--- config.mk ---
export PLATFORM = sky130hd
export DESIGN_NAME = id_bitmap_allocator
export DESIGN_NICKNAME = d
export VERILOG_FILES = /design/src/hw/rtl/iba_pkg.sv /design/src/hw/rtl/iba_cell.sv /design/src/hw/rtl/id_bitmap_allocator.sv
export SDC_FILE = /design/constraint.sdc
export NUM_CORES = 2
export LEC_CHECK = 0
export BUFFER_PORTS_ARGS = -buffer_cell sky130_fd_sc_hd__buf_4
export CAP_MARGIN = 25
export CELL_PAD_IN_SITES_DETAIL_PLACEMENT = 1
export CELL_PAD_IN_SITES_GLOBAL_PLACEMENT = 1
export CORE_AREA = 3 3 523 266
export CTS_CLUSTER_DIAMETER = 120
export DETAILED_ROUTE_END_ITERATION = 8
export DIE_AREA = 0 0 526 269
export HOLD_SLACK_MARGIN = 0.02
export PLACE_DENSITY = 0.89
export SYNTH_ARGS = -nofsm -noshare
export SYNTH_HDL_FRONTEND = slang
export SYNTH_SLANG_ARGS = --single-unit
--- constraint.sdc ---
create_clock -name clk -period 6.6 [get_ports clk]
set_input_delay 1.32 -clock clk [delete_from_list [all_inputs] [get_ports clk]]
set_output_delay 1.32 -clock clk [all_outputs]
set_load 0.01 [all_outputs]
--- src/hw/rtl/iba_pkg.sv ---
// ----------------------------------------------------------------------------
// iba_pkg: shared types and codes of the identifier bitmap allocator
// Operation and status codes, word geometry of the bitmap and the search
// token that travels along the row of bitmap cells.
// ----------------------------------------------------------------------------
package iba_pkg;

	localparam int ID_W       = 16;
	localparam int WORD_BITS  = 32;
	localparam int BIT_IDX_W  = 5;
	localparam int WORD_IDX_W = ID_W - BIT_IDX_W;
	localparam int DEF_NUM_IDS = 1024;
	localparam logic [ID_W-1:0] DEF_ID_BASE = 16'd100;

	localparam logic [1:0] MODE_ALLOC   = 2'd0;
	localparam logic [1:0] MODE_RELEASE = 2'd1;
	localparam logic [1:0] MODE_CLEAR   = 2'd2;

	localparam logic [1:0] ST_OK        = 2'd0;
	localparam logic [1:0] ST_EXHAUSTED = 2'd1;
	localparam logic [1:0] ST_INVALID   = 2'd2;

	localparam logic REG_ID_BASE = 1'b0;

	typedef struct packed {
		logic            active;
		logic            found;
		logic [ID_W-1:0] idx;
	} tok_t;

endpackage

--- src/hw/rtl/iba_cell.sv ---
// ----------------------------------------------------------------------------
// iba_cell: one 32-entry word of the allocation bitmap
// Holds its word, takes the lowest free entry for a passing search token that
// has not found one yet, frees an entry on release and clears on request.
// ----------------------------------------------------------------------------
module iba_cell #(
	parameter int CELL_IDX   = 0,
	parameter int VALID_BITS = 32
) (
	input  logic                  clk,
	input  logic                  arst_n,
	input  iba_pkg::tok_t         tok_i,
	output iba_pkg::tok_t         tok_o,
	input  logic                  clr,
	input  logic                  rel_en,
	input  logic [iba_pkg::ID_W-1:0] rel_off
);
	import iba_pkg::*;

	localparam logic [WORD_BITS-1:0] VALID_MASK =
		(VALID_BITS >= WORD_BITS) ? {WORD_BITS{1'b1}} :
		WORD_BITS'((64'd1 << VALID_BITS) - 64'd1);
	localparam logic [WORD_IDX_W-1:0] MY_WORD = WORD_IDX_W'(CELL_IDX);

	logic [WORD_BITS-1:0] word_q;
	logic [WORD_BITS-1:0] free;
	logic [BIT_IDX_W-1:0] first_bit;
	logic                 any_free;
	logic                 take;
	logic                 rel_hit;
	tok_t                 tok_q;

	assign free     = ~word_q & VALID_MASK;
	assign any_free = |free;
	assign take     = tok_i.active & ~tok_i.found & any_free;
	assign rel_hit  = rel_en & (rel_off[ID_W-1:BIT_IDX_W] == MY_WORD);

	always_comb begin
		first_bit = '0;
		for (int i = WORD_BITS - 1; i >= 0; i--) begin
			if (free[i]) begin
				first_bit = BIT_IDX_W'(i);
			end
		end
	end

	always_ff @(posedge clk or negedge arst_n) begin
		if (!arst_n) begin
			word_q <= '0;
		end else if (clr) begin
			word_q <= '0;
		end else if (take) begin
			word_q[first_bit] <= 1'b1;
		end else if (rel_hit) begin
			word_q[rel_off[BIT_IDX_W-1:0]] <= 1'b0;
		end
	end

	always_ff @(posedge clk or negedge arst_n) begin
		if (!arst_n) begin
			tok_q.active <= 1'b0;
			tok_q.found  <= 1'b0;
			tok_q.idx    <= '0;
		end else begin
			tok_q.active <= tok_i.active;
			tok_q.found  <= tok_i.found | take;
			tok_q.idx    <= take ? {MY_WORD, first_bit} : tok_i.idx;
		end
	end

	assign tok_o = tok_q;

	a_found_active: assert property (@(posedge clk) disable iff (!arst_n)
		tok_q.found |-> tok_q.active)
		else $error("found token without active search");

	a_take_sets: assert property (@(posedge clk) disable iff (!arst_n)
		take && !clr |=> word_q[$past(first_bit)])
		else $error("taken entry not marked used");

	a_used_valid: assert property (@(posedge clk) disable iff (!arst_n)
		(word_q & ~VALID_MASK) == '0)
		else $error("entry beyond the map marked used");

endmodule

--- src/hw/rtl/id_bitmap_allocator.sv ---
// ----------------------------------------------------------------------------
// id_bitmap_allocator: first-free identifier allocator on a bitmap
// Allocate grants id_base plus the lowest free entry, release frees one
// identifier of the window, clear frees all. id_base is set over APB.
// ----------------------------------------------------------------------------
// Requests are taken with start while busy is low; each request gives exactly
// one result, shown for one cycle with done, and the receiver cannot stall.
// Release, clear and the unused mode give done in the cycle after they are
// taken and never raise busy, so a new request may follow at once. An
// allocate runs a search token along a row of ceil(NUM_IDS/32) bitmap cells,
// one cell per cycle, and keeps busy high until it leaves the last cell;
// the row's length sets the allocate rate. The map is all free after reset.
module id_bitmap_allocator #(
	parameter int NUM_IDS = iba_pkg::DEF_NUM_IDS
) (
	input  logic        clk,
	input  logic        arst_n,
	input  logic        start,
	output logic        busy,
	input  logic [1:0]  mode,
	input  logic [15:0] release_id,
	output logic        done,
	output logic [15:0] granted_id,
	output logic [1:0]  status,
	input  logic        psel,
	input  logic        penable,
	input  logic        pwrite,
	input  logic [2:0]  paddr,
	input  logic [31:0] pwdata,
	output logic [31:0] prdata,
	output logic        pready
);
	import iba_pkg::*;

	localparam int NUM_WORDS = (NUM_IDS + WORD_BITS - 1) / WORD_BITS;
	localparam logic [ID_W:0] NUM_IDS_C = (ID_W + 1)'(NUM_IDS);

	typedef enum logic {IDLE, SCAN} state_t;

	state_t            state_q;
	logic [ID_W-1:0]   id_base_q;
	logic              done_q;
	logic [ID_W-1:0]   granted_q;
	logic [1:0]        status_q;
	logic              accept;
	logic [ID_W-1:0]   rel_off;
	logic              rel_ok;
	logic              rel_en;
	logic              clr;
	tok_t              tok [NUM_WORDS+1];
	logic [NUM_WORDS-1:0] active_vec;

	assign pready = 1'b1;
	assign prdata = (paddr[2] == REG_ID_BASE) ? {{(32-ID_W){1'b0}}, id_base_q} : '0;

	always_ff @(posedge clk or negedge arst_n) begin
		if (!arst_n) begin
			id_base_q <= DEF_ID_BASE;
		end else if (psel && penable && pwrite && pready && paddr[2] == REG_ID_BASE) begin
			id_base_q <= pwdata[ID_W-1:0];
		end
	end

	assign accept  = start & ~busy;
	assign rel_off = release_id - id_base_q;
	assign rel_ok  = {1'b0, rel_off} < NUM_IDS_C;
	assign rel_en  = accept & (mode == MODE_RELEASE) & rel_ok;
	assign clr     = accept & (mode == MODE_CLEAR);

	assign tok[0].active = accept & (mode == MODE_ALLOC);
	assign tok[0].found  = 1'b0;
	assign tok[0].idx    = '0;

	for (genvar k = 0; k < NUM_WORDS; k++) begin : g_cell
		localparam int VB = (k == NUM_WORDS - 1) ? (NUM_IDS - WORD_BITS * k) : WORD_BITS;
		iba_cell #(
			.CELL_IDX   (k),
			.VALID_BITS (VB)
		) u_cell (
			.clk     (clk),
			.arst_n  (arst_n),
			.tok_i   (tok[k]),
			.tok_o   (tok[k+1]),
			.clr     (clr),
			.rel_en  (rel_en),
			.rel_off (rel_off)
		);
		assign active_vec[k] = tok[k+1].active;
	end

	always_ff @(posedge clk or negedge arst_n) begin
		if (!arst_n) begin
			state_q   <= IDLE;
			done_q    <= 1'b0;
			granted_q <= '0;
			status_q  <= ST_OK;
		end else begin
			done_q <= 1'b0;
			case (state_q)
				IDLE: begin
					if (accept) begin
						granted_q <= '0;
						status_q  <= ST_OK;
						case (mode)
							MODE_ALLOC: begin
								state_q <= SCAN;
							end
							MODE_RELEASE: begin
								done_q   <= 1'b1;
								status_q <= rel_ok ? ST_OK : ST_INVALID;
							end
							default: begin
								done_q <= 1'b1;
							end
						endcase
					end
				end
				SCAN: begin
					if (tok[NUM_WORDS].active) begin
						state_q   <= IDLE;
						done_q    <= 1'b1;
						granted_q <= tok[NUM_WORDS].found ?
							id_base_q + tok[NUM_WORDS].idx : '0;
						status_q  <= tok[NUM_WORDS].found ? ST_OK : ST_EXHAUSTED;
					end
				end
				default: begin
					state_q <= IDLE;
				end
			endcase
		end
	end

	assign busy       = (state_q == SCAN);
	assign done       = done_q;
	assign granted_id = granted_q;
	assign status     = status_q;

	a_one_token: assert property (@(posedge clk) disable iff (!arst_n)
		$onehot0(active_vec))
		else $error("more than one search in flight");

	a_accept_progress: assert property (@(posedge clk) disable iff (!arst_n)
		accept |=> done || busy)
		else $error("request neither answered nor in search");

	a_exhausted_zero: assert property (@(posedge clk) disable iff (!arst_n)
		done && status == ST_EXHAUSTED |-> granted_id == '0)
		else $error("exhausted result carries an identifier");

	a_token_while_busy: assert property (@(posedge clk) disable iff (!arst_n)
		(|active_vec) |-> busy)
		else $error("search in flight while idle");

endmodule

==> results.cfg <==
[timing]
tightest_slew_ns = 1.51
max_slew_margin_pct = -1.75
finalSetupTns_ns = 0
min_period_over_period_pct = 87.9
final_hold_viol_count = 0
drv_slew = 4
fin_skew_ns = 0.0453
holdWs_ns = 0.371
fmax_mhz = 172
rsz0062_at_grt = no
min_period_ns = 5.80
setup_ws_ns = 0.796
setup_viol = 0

[hold_path]
min_path_type = reg -> reg

[synth]
synth-main-ff-cell = dfrtp_1
async_reset_ff_share_pct = 100
ys_seq_area_share_pct = 49.6
synth_cells = 7895
synth.top_cell.area_share_pct = 49.5
synth_area_mm2 = 0.0712
synth_cell_types = 95
yosysTopAreaCell = dfrtp_1
post-synth-top-count-cell = dfrtp_1
ys_ff_latch = 1413
synth_common_cells = 1410 x dfrtp_1, 1135 x o21ai_0, 1109 x nand2_1
synthTopCellsByArea = dfrtp_1 50%, o211ai_1 11%, o21ai_0 8.0%
syn_area_per_cell_um2 = 9.02
yosys_warnings = 0
synth_edf_count = 0

[die]
io_pins = 112
core.rowCount = 95
die_w_um = 526
die_h_um = 269
core-area_mm2 = 0.134
initial_core_util_pct = 53.1
dieArea_mm2 = 0.141

[grt]
grt.overflow.total = 0
grt_max_degree = 172
grt.total_usage_pct = 45.4
antenna_found_initial = 32
grt_pass1_wl_um = 482000
grt_pass1_vias = 73465

[clock_network]
cts.reportedPaths.clkPinSlew_ns = 0.08
post_cts_buffers = 0
clock_sinks = 1413
root_buffer = clkbuf_16
cts_max_path_buffers = 3
cts_buffers = 135
ctsResizeCount = 0
h-tree-depth = 4
clk_latency_ns = 0.81
cts_hold_buffers = 0
cts_tree = done

[power]
share_comb_of_total_power_pct = 12.9
swShare_pct = 29.7
internal_power_mw = 14.1
seqPwrFrac_pct = 44.8
ir_drop_mv = 0.263
pwr-share-clk_pct = 42.3
cellLeakagePower_nw = 31.1
netSwitchingPower_mw = 5.93
p_per_area_mw_per_mm2 = 252

[route]
post_drt_via_cell_ratio = 7.45
dr_total_vias = 73991
drt_pass1_iterations = 9
post_drt_wl_per_cell_um = 33.1
final_antenna_net_count = 0
drtIter0Drc = 11238
routed_wl_um = 328000
drc = 7

[cells_and_area]
num-fill-cells = 15298
layout-drive-gt1-share_pct = 7.85
area_delta_synth_final_pct = 11.3
nNetsFinal = 8076

[critical_path]
worstPathArrival_ns = 6.46
crit_path_cell_trace = buf_4, inv_1, ha_1, inv_1, fa_1, a211o_1, and2_1, nor2_1, inv_1, or3_1, nor2_1, nand2_1, o211ai_1, o21ai_0
crit_top_cell = inv_1
path_max_fanout = 8
worstPathRequired_ns = 7.26
crit_path_max_incr_delay_ns = 0.87
endpoint_kind = register
worst_setup_path_start_kind = input port
worstSetupPathType = in -> reg
crit_slowest_cell = nand2_1

[outcome]
status = complete, but fails checks
violations = DRC, capacitance limit, slew limit

[placed_design]
hpwl_um = 218000
pre_cts_ws_ns = 0.551
io_buffers = 76
place_congestion = 1.08

[flow_run]
max-cap-violations = 1
-- flip-flops by register name (all words and copies together) (netlist names) --
name and cells:
g_cell.u_cell.word_q 1024, status 2, busy 1, granted_id 16, g_cell.u_cell.tok_o 353, done 1, id_base_q 16
-- cell usage in the layout, fill, tap and decap left out, drive strengths merged, types with 16 or more instances in the layout --
| cell type | count |
|---|---|
| a211oi | 23 |
| nand2 | 1109 |
| nand4b | 26 |
| nor2b | 45 |
| a21oi | 256 |
| inv | 248 |
| nor3b | 16 |
| clkbuf | 208 |
| a41oi | 24 |
| nand2b | 167 |
| a21boi | 52 |
| o211ai | 1030 |
| and4 | 36 |
| or3 | 41 |
| o21a | 42 |
| buf | 276 |
| nand4 | 310 |
| a21o | 49 |
| nor3 | 144 |
| nand3b | 22 |
| mux2 | 29 |
| o21ai | 1399 |
| nor4 | 38 |
| o21bai | 22 |
| dfrtp | 1410 |
| a31oi | 104 |
| diode | 45 |
| o31ai | 27 |
| or2 | 46 |
| conb | 17 |
| nand3 | 220 |
| ha | 25 |
| nor2 | 330 |
| and2 | 67 |
-- layer usage --
layer  track usage, %  up-vias  share of wire [%]
li1                 -    29802                  -
met4             26.2       42                6.5
met3             22.1     1463                 16
met5             3.97        -               0.30
met1             57.6    37045                 37
met2             62.7     5639                 40
-- critical path, delay by kind of cell --
| family | cells | cell delay [ns] |
|---|---|---|
| adder cells (fa/ha/maj) | 2 | 0.62 |
| AO/OA/AOI/OAI | 3 | 1.02 |
| AND/OR/NAND/NOR | 5 | 3.04 |
| buffers and inverters | 4 | 0.44 |
-- final timing paths --
kind                            slack [ns]                  startpoint  depth (start not counted)                           to
max in group asynchronous             4.42                      arst_n                          2  g_cell[2].u_cell.word_q[12]
worst min-delay path                  0.37  g_cell[8].u_cell.tok_o[17]                          0   g_cell[9].u_cell.tok_o[17]
worst max-delay path                  0.80               release_id[0]                         14  g_cell[9].u_cell.word_q[20]
worst min register to register        0.37  g_cell[8].u_cell.tok_o[17]                          0   g_cell[9].u_cell.tok_o[17]
worst max register to register        0.97                id_base_q[0]                         12  g_cell[9].u_cell.word_q[20]
min in group asynchronous             0.40                      arst_n                          1  g_cell[31].u_cell.word_q[9]
-- final cells by class --
type                            count  area (um2)  share of cell area, %
Sequential cell                  1413       35400                   44.6
Multi-Input combinational cell   5915       33700                   42.5
Inverter                          244         916                   1.15
Antenna cell                       45         113                  0.142
Timing Repair Buffer              281        2420                   3.05
Clock buffer                      203        4140                   5.22
Tap cell                         1794        2240                   2.83
Clock inverter                     34         452                  0.569
-- power by group through the flow --
stage	combinational, mW	clock, mW	sequential (mW)
after global routing	2.57	8.76	8.96
after CTS	2.36	8.36	8.94
after detailed placement	2.33	0	9.10
after floorplan	1.05	0	9.06
final	2.58	8.46	8.95
after global placement	2.24	0	9.09
-- through the flow --
step | util, % | total power, mW | instances | area (um2)
2_1_floorplan | - | 10.1 | 7910 | 71300
3_3_place_gp | 55.4 | 11.3 | 9631 | 74400
3_5_place_dp | 55.5 | 11.4 | 9636 | 74500
4_1_cts | 58.9 | 19.7 | 9873 | 79100
5_1_grt | 59.1 | 20.3 | 9901 | 79300
6_report | 59.1 | 20.0 | 9929 | 79300
-- logic make-up (layout without fill, tap and decap cells) --
family	after synthesis	after routing	synth area share [%]
compound gates	3168	3168	27.9
fa+ha+maj	27	27	0.495
simple gates	2653	2653	18.0
buf+inv	582	762	3.24
xor+xnor	20	20	0.246
other cells	2	62	0.0105
flops	1413	1413	49.6
mux	30	30	0.472
(Power assumes the default switching activity.)
